==> src/rtl/bmplme_pkg.sv <==
// ----------------------------------------------------------------------------
// bmplme_pkg
// Types and constants shared by the BMP LSB message extractor modules.
// ----------------------------------------------------------------------------
package bmplme_pkg;

  // Extraction phase of the file walker.
  typedef enum logic [2:0] {
    PH_HEADER  = 3'd0,
    PH_SKIP    = 3'd1,
    PH_LENGTH  = 3'd2,
    PH_PAYLOAD = 3'd3,
    PH_DONE    = 3'd4
  } phase_t;

  // Result status codes carried on the result tuser.
  typedef enum logic [2:0] {
    ST_DATA      = 3'd0,
    ST_NOT_BMP   = 3'd1,
    ST_NOT_24BIT = 3'd2,
    ST_NO_MSG    = 3'd3,
    ST_TRUNC     = 3'd4,
    ST_BAD_OFS   = 3'd5
  } status_t;

  // Header layout.
  localparam logic [31:0] HDR_LEN   = 32'd54;
  localparam logic [31:0] HDR_LAST  = 32'd53;
  localparam logic [31:0] POS_SIG0  = 32'd0;
  localparam logic [31:0] POS_SIG1  = 32'd1;
  localparam logic [31:0] POS_OFS0  = 32'd10;
  localparam logic [31:0] POS_OFS1  = 32'd11;
  localparam logic [31:0] POS_OFS2  = 32'd12;
  localparam logic [31:0] POS_OFS3  = 32'd13;
  localparam logic [31:0] POS_BPP0  = 32'd28;
  localparam logic [31:0] POS_BPP1  = 32'd29;
  localparam logic [7:0]  SIG_B     = 8'h42;
  localparam logic [7:0]  SIG_M     = 8'h4D;
  localparam logic [15:0] DEPTH_24  = 16'd24;

  // Bit counts that close the length field and a message byte.
  localparam logic [4:0]  LEN_BITS_LAST  = 5'd31;
  localparam logic [4:0]  BYTE_BITS_LAST = 5'd7;

  // One file byte as held in the input register.
  typedef struct packed {
    logic [7:0] file_byte;
    logic       end_of_file;
  } item_t;

  // One result word.
  typedef struct packed {
    logic [7:0] message_byte;
    logic       last_of_message;
    status_t    status;
  } result_t;

endpackage

==> src/rtl/bmplme_in_stage.sv <==
// ----------------------------------------------------------------------------
// bmplme_in_stage
// Input register: holds one file byte until the core consumes it.
// ----------------------------------------------------------------------------
module bmplme_in_stage (
  input  logic               clk,
  input  logic               rst_n,
  input  logic               in_tvalid,
  output logic               in_tready,
  input  logic [7:0]         in_tdata,   // [7:0] file_byte
  input  logic               in_tlast,   // end_of_file
  input  logic               take_i,
  output logic               item_valid_o,
  output bmplme_pkg::item_t  item_o
);
  import bmplme_pkg::*;

  logic  valid_r;
  logic  valid_nxt;
  item_t item_r;

  // A new word may enter when the register is empty or is being emptied.
  assign in_tready = !valid_r || take_i;

  always_comb begin
    valid_nxt = valid_r;
    if (in_tvalid && in_tready) begin
      valid_nxt = 1'b1;
    end else if (take_i) begin
      valid_nxt = 1'b0;
    end
  end

  always_ff @(posedge clk) begin
    if (!rst_n) begin
      valid_r <= 1'b0;
    end else begin
      valid_r <= valid_nxt;
    end
  end

  // Payload needs no reset.
  always_ff @(posedge clk) begin
    if (in_tvalid && in_tready) begin
      item_r.file_byte   <= in_tdata;
      item_r.end_of_file <= in_tlast;
    end
  end

  assign item_valid_o = valid_r;
  assign item_o       = item_r;

endmodule

==> src/rtl/bmplme_core.sv <==
// ----------------------------------------------------------------------------
// bmplme_core
// Header check, offset skip and LSB gathering for one file byte per cycle while fire_i is high.
// ----------------------------------------------------------------------------
module bmplme_core (
  input  logic                 clk,
  input  logic                 rst_n,
  input  logic                 fire_i,
  input  bmplme_pkg::item_t    item_i,
  output logic                 res_valid_o,
  output bmplme_pkg::result_t  res_o
);
  import bmplme_pkg::*;

  phase_t      phase_r,    phase_nxt;
  logic [31:0] byte_pos_r, byte_pos_nxt;
  logic [31:0] pix_ofs_r,  pix_ofs_nxt;
  logic [15:0] depth_r,    depth_nxt;
  logic        sig_ok_r,   sig_ok_nxt;
  logic [31:0] gather_r,   gather_nxt;
  logic [4:0]  bit_cnt_r,  bit_cnt_nxt;
  logic [31:0] left_r,     left_nxt;

  logic [7:0]  b;
  logic        eof;
  logic [31:0] shifted;
  logic        err;
  status_t     err_code;
  logic        data_vld;
  logic        data_last;

  assign b       = item_i.file_byte;
  assign eof     = item_i.end_of_file;
  assign shifted = {gather_r[30:0], b[0]};

  // Next state and result for the byte in the input register.
  always_comb begin
    phase_nxt    = phase_r;
    byte_pos_nxt = byte_pos_r;
    pix_ofs_nxt  = pix_ofs_r;
    depth_nxt    = depth_r;
    sig_ok_nxt   = sig_ok_r;
    gather_nxt   = gather_r;
    bit_cnt_nxt  = bit_cnt_r;
    left_nxt     = left_r;
    err          = 1'b0;
    err_code     = ST_DATA;
    data_vld     = 1'b0;
    data_last    = 1'b0;

    unique case (phase_r)
      PH_HEADER: begin
        if (byte_pos_r == POS_SIG0 && b != SIG_B) sig_ok_nxt = 1'b0;
        if (byte_pos_r == POS_SIG1 && b != SIG_M) sig_ok_nxt = 1'b0;
        if (byte_pos_r == POS_OFS0) pix_ofs_nxt[7:0]   = pix_ofs_r[7:0]   | b;
        if (byte_pos_r == POS_OFS1) pix_ofs_nxt[15:8]  = pix_ofs_r[15:8]  | b;
        if (byte_pos_r == POS_OFS2) pix_ofs_nxt[23:16] = pix_ofs_r[23:16] | b;
        if (byte_pos_r == POS_OFS3) pix_ofs_nxt[31:24] = pix_ofs_r[31:24] | b;
        if (byte_pos_r == POS_BPP0) depth_nxt[7:0]  = b;
        if (byte_pos_r == POS_BPP1) depth_nxt[15:8] = b;
        // The last header byte never touches the checked fields.
        if (byte_pos_r >= HDR_LAST) begin
          byte_pos_nxt = HDR_LEN;
          priority if (!sig_ok_r) begin
            err = 1'b1; err_code = ST_NOT_BMP;
          end else if (depth_r != DEPTH_24) begin
            err = 1'b1; err_code = ST_NOT_24BIT;
          end else if (pix_ofs_r < HDR_LEN) begin
            err = 1'b1; err_code = ST_BAD_OFS;
          end else begin
            phase_nxt = (pix_ofs_r == HDR_LEN) ? PH_LENGTH : PH_SKIP;
            if (eof) begin
              err = 1'b1; err_code = ST_NO_MSG;
            end
          end
        end else begin
          byte_pos_nxt = byte_pos_r + 32'd1;
          if (eof) begin
            err = 1'b1; err_code = ST_NOT_BMP;
          end
        end
      end
      PH_SKIP: begin
        if (byte_pos_r + 32'd1 >= pix_ofs_r) phase_nxt = PH_LENGTH;
        byte_pos_nxt = byte_pos_r + 32'd1;
        if (eof) begin
          err = 1'b1; err_code = ST_NO_MSG;
        end
      end
      PH_LENGTH: begin
        gather_nxt = shifted;
        if (bit_cnt_r == LEN_BITS_LAST) begin
          gather_nxt  = '0;
          bit_cnt_nxt = '0;
          if (shifted == 32'd0) begin
            err = 1'b1; err_code = ST_NO_MSG;
          end else begin
            left_nxt  = shifted;
            phase_nxt = PH_PAYLOAD;
            if (eof) begin
              err = 1'b1; err_code = ST_TRUNC;
            end
          end
        end else begin
          bit_cnt_nxt = bit_cnt_r + 5'd1;
          if (eof) begin
            err = 1'b1; err_code = ST_NO_MSG;
          end
        end
      end
      PH_PAYLOAD: begin
        gather_nxt = {24'd0, shifted[7:0]};
        if (bit_cnt_r == BYTE_BITS_LAST) begin
          gather_nxt  = '0;
          bit_cnt_nxt = '0;
          if (left_r <= 32'd1) begin
            left_nxt  = '0;
            phase_nxt = PH_DONE;
            data_vld  = 1'b1;
            data_last = 1'b1;
          end else begin
            left_nxt = left_r - 32'd1;
            if (eof) begin
              err = 1'b1; err_code = ST_TRUNC;
            end else begin
              data_vld = 1'b1;
            end
          end
        end else begin
          bit_cnt_nxt = bit_cnt_r + 5'd1;
          if (eof) begin
            err = 1'b1; err_code = ST_TRUNC;
          end
        end
      end
      default: begin
      end
    endcase

    if (err) phase_nxt = PH_DONE;

    // End of file returns everything to the reset state.
    if (eof) begin
      phase_nxt    = PH_HEADER;
      byte_pos_nxt = '0;
      pix_ofs_nxt  = '0;
      depth_nxt    = '0;
      sig_ok_nxt   = 1'b1;
      gather_nxt   = '0;
      bit_cnt_nxt  = '0;
      left_nxt     = '0;
    end
  end

  // Result word: an error replaces any data byte.
  always_comb begin
    res_valid_o = err || data_vld;
    if (err) begin
      res_o.message_byte    = '0;
      res_o.last_of_message = 1'b1;
      res_o.status          = err_code;
    end else begin
      res_o.message_byte    = shifted[7:0];
      res_o.last_of_message = data_last;
      res_o.status          = ST_DATA;
    end
  end

  always_ff @(posedge clk) begin
    if (!rst_n) begin
      phase_r    <= PH_HEADER;
      byte_pos_r <= '0;
      pix_ofs_r  <= '0;
      depth_r    <= '0;
      sig_ok_r   <= 1'b1;
      gather_r   <= '0;
      bit_cnt_r  <= '0;
      left_r     <= '0;
    end else if (fire_i) begin
      phase_r    <= phase_nxt;
      byte_pos_r <= byte_pos_nxt;
      pix_ofs_r  <= pix_ofs_nxt;
      depth_r    <= depth_nxt;
      sig_ok_r   <= sig_ok_nxt;
      gather_r   <= gather_nxt;
      bit_cnt_r  <= bit_cnt_nxt;
      left_r     <= left_nxt;
    end
  end

endmodule

==> src/rtl/bmplme_out_stage.sv <==
// ----------------------------------------------------------------------------
// bmplme_out_stage
// Result register: holds one result word until the receiver takes it.
// ----------------------------------------------------------------------------
module bmplme_out_stage (
  input  logic                 clk,
  input  logic                 rst_n,
  input  logic                 load_i,
  input  bmplme_pkg::result_t  res_i,
  output logic                 ready_o,
  output logic                 out_tvalid,
  input  logic                 out_tready,
  output logic [7:0]           out_tdata,  // [7:0] message_byte
  output logic                 out_tlast,  // last_of_message
  output logic [2:0]           out_tuser   // [2:0] status
);
  import bmplme_pkg::*;

  logic    valid_r;
  logic    valid_nxt;
  result_t res_r;

  // The register can take a word when empty or when its word leaves now.
  assign ready_o = !valid_r || out_tready;

  always_comb begin
    valid_nxt = valid_r;
    if (load_i) begin
      valid_nxt = 1'b1;
    end else if (out_tready) begin
      valid_nxt = 1'b0;
    end
  end

  always_ff @(posedge clk) begin
    if (!rst_n) begin
      valid_r <= 1'b0;
    end else begin
      valid_r <= valid_nxt;
    end
  end

  always_ff @(posedge clk) begin
    if (load_i) begin
      res_r <= res_i;
    end
  end

  assign out_tvalid = valid_r;
  assign out_tdata  = res_r.message_byte;
  assign out_tlast  = res_r.last_of_message;
  assign out_tuser  = res_r.status;

endmodule

==> src/rtl/bmp_lsb_message_extractor_unit.sv <==
// ----------------------------------------------------------------------------
// bmp_lsb_message_extractor_unit
// Extracts an LSB-hidden message from a 24-bit BMP file streamed byte-wise.
// ----------------------------------------------------------------------------
// The input stream carries one file byte per word on in_tdata, with in_tlast
// marking the final byte of the file. The 54-byte header is checked for the
// 'BM' signature and a depth of 24 bits, the pixel offset is latched, bytes
// up to that offset are skipped, and then the LSBs of later bytes build a
// 32-bit length followed by message bytes, most significant bit first.
// Each message byte leaves on out_tdata with status 0 on out_tuser; the
// final one has out_tlast set. An error gives one word with data zero,
// out_tlast set and its code on out_tuser; bytes are then ignored until
// the end of the file, after which the block starts afresh.
// One file byte is accepted every cycle while the result register is not held
// by a stalled receiver. An accepted byte is held in the input register and
// any result it gives is written to the output register once that register can
// take it. The rate is set by the state update in the core. Reset returns the
// walker to the header phase and empties both registers. When the receiver
// stalls with a word held, in_tready drops once the input register is full.
// ----------------------------------------------------------------------------
module bmp_lsb_message_extractor_unit (
  input  logic       clk,
  input  logic       rst_n,
  input  logic       in_tvalid,
  output logic       in_tready,
  input  logic [7:0] in_tdata,   // [7:0] file_byte
  input  logic       in_tlast,   // end_of_file
  output logic       out_tvalid,
  input  logic       out_tready,
  output logic [7:0] out_tdata,  // [7:0] message_byte
  output logic       out_tlast,  // last_of_message
  output logic [2:0] out_tuser   // [2:0] status
);
  import bmplme_pkg::*;

  item_t   item;
  logic    item_valid;
  logic    out_ready;
  logic    fire;
  logic    res_valid;
  result_t res;

  // A byte is processed when it is held and the result register can take it.
  assign fire = item_valid && out_ready;

  bmplme_in_stage u_in (
    .clk          (clk),
    .rst_n        (rst_n),
    .in_tvalid    (in_tvalid),
    .in_tready    (in_tready),
    .in_tdata     (in_tdata),
    .in_tlast     (in_tlast),
    .take_i       (fire),
    .item_valid_o (item_valid),
    .item_o       (item)
  );

  bmplme_core u_core (
    .clk         (clk),
    .rst_n       (rst_n),
    .fire_i      (fire),
    .item_i      (item),
    .res_valid_o (res_valid),
    .res_o       (res)
  );

  bmplme_out_stage u_out (
    .clk        (clk),
    .rst_n      (rst_n),
    .load_i     (fire && res_valid),
    .res_i      (res),
    .ready_o    (out_ready),
    .out_tvalid (out_tvalid),
    .out_tready (out_tready),
    .out_tdata  (out_tdata),
    .out_tlast  (out_tlast),
    .out_tuser  (out_tuser)
  );

endmodule
==> config.mk <==
export PLATFORM = sky130hd
export DESIGN_NAME = bmp_lsb_message_extractor_unit
export DESIGN_NICKNAME = d
export VERILOG_FILES = /design/src/rtl/bmplme_pkg.sv /design/src/rtl/bmplme_in_stage.sv /design/src/rtl/bmplme_core.sv /design/src/rtl/bmplme_out_stage.sv /design/src/rtl/bmp_lsb_message_extractor_unit.sv
export SDC_FILE = /design/constraint.sdc
export NUM_CORES = 1
export LEC_CHECK = 0
export BUFFER_PORTS_ARGS = -buffer_cell sky130_fd_sc_hd__buf_4
export CAP_MARGIN = 20
export CORE_MARGIN = 5
export CORE_UTILIZATION = 44
export DETAILED_ROUTE_END_ITERATION = 10
export HOLD_SLACK_MARGIN = 0.03
export PLACE_DENSITY = 0.61
export RECOVER_POWER = 25
export SYNTH_ARGS = -nofsm -noshare
export SYNTH_HDL_FRONTEND = slang
export SYNTH_SLANG_ARGS = --single-unit
==> constraint.sdc <==
create_clock -name clk -period 4.95 [get_ports clk]
set_input_delay 0.7425 -clock clk [delete_from_list [all_inputs] [get_ports clk]]
set_output_delay 0.7425 -clock clk [all_outputs]
set_load 0.02 [all_outputs]
Yosys cells after proc, flatten, opt, wreduce, memory -nomap -nowiden
Cells that the tools add are included.
Widths: inputs -> output; s select.
{ "word_totals": {"reg_bits": 175, "latch_bits": 0, "ramBits": 0, "rom_bits": 0, "output_inout_bits": 14, "elab_cells": 172, "memories": 0} }
{ "classes": {"add_sub_neg": 3, "mul": 0, "div_mod_pow": 0, "n_lt_le_gt_ge": 4, "n_eq_ne": 28, "shifts": 0, "mux": 77, "bitwise": 4, "reduce_logical": 37} }
{ "op_table": {"columns": ["op", "count"], "rows": [
  ["$mux 32", 9],
  ["$eq 32x4->1 const B", 4],
  ["$pmux 32 s2", 2],
  ["$eq 32x5->1 const B", 2],
  ["$logic_not 32->1", 2],
  ["$mux 31", 2],
  ["$pmux 31 s2", 1],
  ["$mux 3", 20],
  ["$mux 8", 7],
  ["$add 32x1->32 const B", 1],
  ["$eq 32x1->1 const B", 1],
  ["$eq 32x6->1 const B", 1],
  ["$ge 32x32->1", 1],
  ["$ge 32x6->1 const B", 1],
  ["$le 32x1->1 const B", 1],
  ["$lt 32x6->1 const B", 1],
  ["$mux 16", 2],
  ["$or 8x8->8", 4],
  ["$sub 32x1->32 const B", 1],
  ["$mux 1", 25],
  ["$ne 4x2->1 const B", 6],
  ["$pmux 3 s4", 2],
  ["$reduce_and 3->1", 7],
  ["$reduce_bool 2->1", 9],
  ["23 further kinds", 41]
]} }

Logic depth before layout (Yosys ltp)
{ "logic_depth": {"word_depth": 9, "mapped_depth": 18} }

By module
A second synthesis with hierarchy kept.
{ "unflattened": {"cells_unflattened": 1111, "hier_area_um2": 9472.8} }
{ "modules_own_cells": {"columns": ["mod", "n_inst", "cells_per_inst", "area_each_um2", "seq_area_each_um2"], "rows": [
  ["bmplme_core", 1, 1079, 8723.4, 3042.9],
  ["bmplme_out_stage", 1, 16, 409.1, 380.4],
  ["bmplme_in_stage", 1, 14, 327.8, 290.3],
  ["bmp_lsb_message_extractor_unit", 1, 2, 12.5, 0.0]
]} }

Least setup slack after synthesis
OpenSTA, ideal clock, no wires.
{ "synth_path": {"kind": "register to register", "from": "register u_core.byte_pos_r[2]", "to": "register u_core.phase_r[2]", "setup_time_ns": 0.086, "t_arrival_ns": 3.744, "path_slack_ns": 1.119, "stages_incl_launch_ff": 16, "path_buffers": 1, "cell_sequence": "dfxtp_1 clkbuf_1 nand4_1 nor4_2 and3_1 nand3_1 nor3_1 xor2_1 ha_1 a21oi_1 o21ai_0 o31a_1 nor3_1 nor3_4 and3_1 a221oi_2"} }
{ "synth_between": {"elab_chain_len": 5, "word_cells_on_any_way": 18} }
{ "synth_lines": {"columns": ["element", "line", "source"], "rows": [
  ["start: declaration", "bmplme_core.sv:16", "logic [31:0] byte_pos_r, byte_pos_nxt;"],
  ["start signal: assignment", "bmplme_core.sv:181", "byte_pos_r <= byte_pos_nxt;"],
  ["parallel branches: the longest is 5 deep, another holds $add 32x1->32", null, null],
  ["end signal: assignment", "bmplme_core.sv:180", "phase_r <= phase_nxt;"],
  ["end: declaration", "bmplme_core.sv:15", "phase_t phase_r, phase_nxt;"]
]} }
Parallel ways; which one is timed is not known.
A chain may end at the register's enable or synchronous reset.

Final worst setup path
{ "layout_path": {"from": "register u_core.byte_pos_r[3]", "to": "register u_core.phase_r[2]"} }
The elaborated chain is that of the path after synthesis.

==> flow_metrics.env <==
export IMPL_synthToLayoutAreaGrowth_pct=9.63
export IMPL_cts_hold_buf=0
export IMPL_die_w_um=156
export IMPL_wl_met1_um=11400
export IMPL_vias_per_cell=5.64
export IMPL_cts_resized=0
export IMPL_synthArstFlopShare_pct=0
export IMPL_status="finished, violations left"
export IMPL_rsz0062_at_grt="false"
export IMPL_grt_pass1_wl_um=38400
export IMPL_dr_pass1_iters=5
export IMPL_post_cts_buffers=0
export IMPL_fin_worst_skew_ps=13.9
export IMPL_setup_ws_ps=651
export IMPL_timing_rr_end="u_core.phase_r[2]"
export IMPL_cts_root_buffer="clkbuf_16"
export IMPL_worstMarginPinSlew_ps=2400
export IMPL_path_class="flip-flop to flip-flop"
export IMPL_ys_ff_latch=175
export IMPL_violations="max-capacitance violations, max-slew violations"
export IMPL_layout_drive_gt1_share_pct=6.65
export IMPL_drc_errors=0
export IMPL_leakagePower_uw=0.00381
export IMPL_setup_tns_ps=0
export IMPL_tritoncts="yes"
export IMPL_report_final_slew_viol_count=67
export IMPL_mostFrequentLayoutCell="dfxtp_1"
export IMPL_vias=7829
export IMPL_ys_seq_area_share_pct=39.7
export IMPL_dp_hpwl_um=16100
export IMPL_antenna_found_initial=0
export IMPL_finish_net_count=1153
export IMPL_r2r_start="u_core.byte_pos_r[3]"
export IMPL_gp_congestion=0.843
export IMPL_crit_fanout=8
export IMPL_track_usage_pct=19.2
export IMPL_ys_flop_type="dfxtp_1"
export IMPL_start_kind="flip-flop"
export IMPL_synth_cell_type_count=69
export IMPL_post_place_ws_ps=733
export IMPL_io_buffer_count=26
export IMPL_grt_max_degree=67
export IMPL_route_top_layer_used="met4"
export IMPL_synth_top_family_by_area="simple AND/OR/NAND/NOR gates"
export IMPL_insertion_delay_ps=440
export IMPL_wl_met3_um=750
export IMPL_rr_worst_depth=15
export IMPL_n_antenna_cell=0
export IMPL_die_area_sq_mm=0.0243
export IMPL_hold_path_depth=2
export IMPL_clock_fmax_mhz=233
export IMPL_ir_worst_vdd_uv=221
export IMPL_core_area_sq_mm=0.0210
export IMPL_wl_per_cell_um=16.4
export IMPL_h_tree_depth=4
export IMPL_syn_inst=1106
export IMPL_min_path_type="flip-flop to flip-flop"
export IMPL_min_period_ps=4300
export IMPL_worstHoldStart="u_core.left_r[31]"
export IMPL_syn_cell_area_sq_mm=0.00935
export IMPL_met2WireLength_um=10500
export IMPL_rows=53
export IMPL_io_pins=27
export IMPL_grt_pass1_vias=7548
export IMPL_path_clk_slew_ps=80
export IMPL_synth_fp_nets=1160
export IMPL_start_util_pct=44.6
export IMPL_cts_sinks=175
export IMPL_end_kind="flip-flop"
export IMPL_ys_warnings_count=0
export IMPL_syn_avg_cell_area_sq_um=8.46
export IMPL_synth_compound_area_share_pct=19.3
export IMPL_worstPathRequired_ps=5280
export IMPL_synthXorXnorAreaFrac_pct=4.49
export IMPL_wl_um=22800
export IMPL_grt_overflow=0
export IMPL_synth_edf_count=21
export IMPL_slew_headroom_pct=-59.7
export IMPL_rrSetupSlack_ps=650
export IMPL_setup_viol=0
export IMPL_drv_cap=1
export IMPL_critPathArrivalTime_ps=4630
export IMPL_synthSimpleGateAreaFrac_pct=25.9
export IMPL_drt_first_iter_violations=427
export IMPL_numCtsBuffers=17
export IMPL_die_h_um=156
export IMPL_cts_buffer_depth=2
export IMPL_final_cell_mix="dfxtp_1, nor2b_1, nand2_1"
export IMPL_endpoint="u_core.phase_r[2]"
export IMPL_synth_mux_area_share_pct=0.642
export IMPL_timing_critical_path_from="u_core.byte_pos_r[3]"
export IMPL_ant_nets=0
export IMPL_hold_violations=0
export IMPL_power_density_mw_per_mm2=285
export IMPL_min_period_over_period_pct=86.8
export IMPL_synthAdderAreaFrac_pct=5.48
==> routing by layer <==
metal / up-vias / global-route usage [%]
li1: 3967 / -
met1: 3725 / 26.8
met2: 118 / 31.0
met3: 19 / 3.72
met4: 0 / 3.92
met5: - / 0
==> critical path, cell delays in order (launching register included) <==
cell      delay [ps]
dfxtp_1          480
nand4_1          250
nor4_2           290
buf_4            180
and3_1           210
nand3_1          250
nor3_1           300
xor2_1           250
ha_1             300
a21oi_1          190
o21ai_0          100
o31a_1           310
nor3_1           480
nor3_4           130
and3_1           220
a221oi_2         240
==> sequential cells by signal (all words and copies together) (netlist names) <==
signal and count:
u_core.byte_pos_r 32, u_core.left_r 32, u_core.pix_ofs_r 32, u_core.gather_r 31, u_core.depth_r 16, u_in.item_o 9
u_out.out_tdata 8, u_core.bit_cnt_r 5, u_core.phase_r 3, u_out.out_tuser 3, u_core.sig_ok_r 1, u_in.item_valid_o 1
u_out.out_tlast 1, u_out.out_tvalid 1
==> worst min-delay path by stage <==
stage	to	slack, ps
6_report	u_core.left_r[31]	480
5_1_grt	u_in.item_o[0]	490
4_1_cts	u_in.item_o[0]	470
3_5_place_dp	u_core.left_r[31]	470
3_3_place_gp	u_core.left_r[31]	470
2_1_floorplan	u_core.left_r[31]	440
==> cell families after synthesis <==
family	count (synthesis)
DFF	175
adders and majority gates	41
muxes	6
xor gates and xnor gates	48
AOI/OAI and AO/OA	280
and+or+nand+nor	446
buffers and inverters	110
==> report_power, final <==
part	internal, uW	leakage (uW)	switching, uW
clock	677	0.000280	629
combinational	53.5	0.00208	94.1
sequential	1450	0.00145	24.4
total	2180	0.00381	747
==> final cells by class <==
class	count	area [sq um]
repair buffers	38	229
clock inverters	14	119
clock buffers	18	439
multi-input cells	821	5240
fillers	2104	10700
flip-flops and latches	175	3710
well taps	275	344
inverters	46	173
==> cell usage after synthesis, drive strengths merged (8+ instances only) <==
master / count / area (sq um)
o21ai: 79 / 395
nor3: 33 / 186
a21boi: 8 / 60.1
a22oi: 79 / 593
inv: 45 / 169
and2: 23 / 144
nor4: 33 / 228
ha: 41 / 513
nand2: 88 / 330
a21o: 11 / 82.6
nor2b: 90 / 563
xnor2: 28 / 245
or4: 13 / 109
edfxtp: 21 / 631
nand3: 29 / 145
and3: 15 / 93.8
nand4: 17 / 106
clkbuf: 59 / 221
a21oi: 56 / 280
or3: 10 / 62.6
dfxtp: 154 / 3080
nor2: 70 / 263
xor2: 20 / 175
==> metrics by stage <==
step | utilization, % | cells | cell area (sq um) | hold slack [ps] | total power, uW
detailed placement | 46.5 | 1354 | 9740 | 469 | 1650
floorplan | - | 1106 | 9350 | 444 | 1600
CTS | 49.2 | 1386 | 10300 | 468 | 2950
finish | 48.9 | 1387 | 10300 | 479 | 2930
global route | 48.9 | 1387 | 10300 | 488 | 3030
global placement | 46.5 | 1354 | 9740 | 470 | 1650
(Power assumes the default switching activity.)
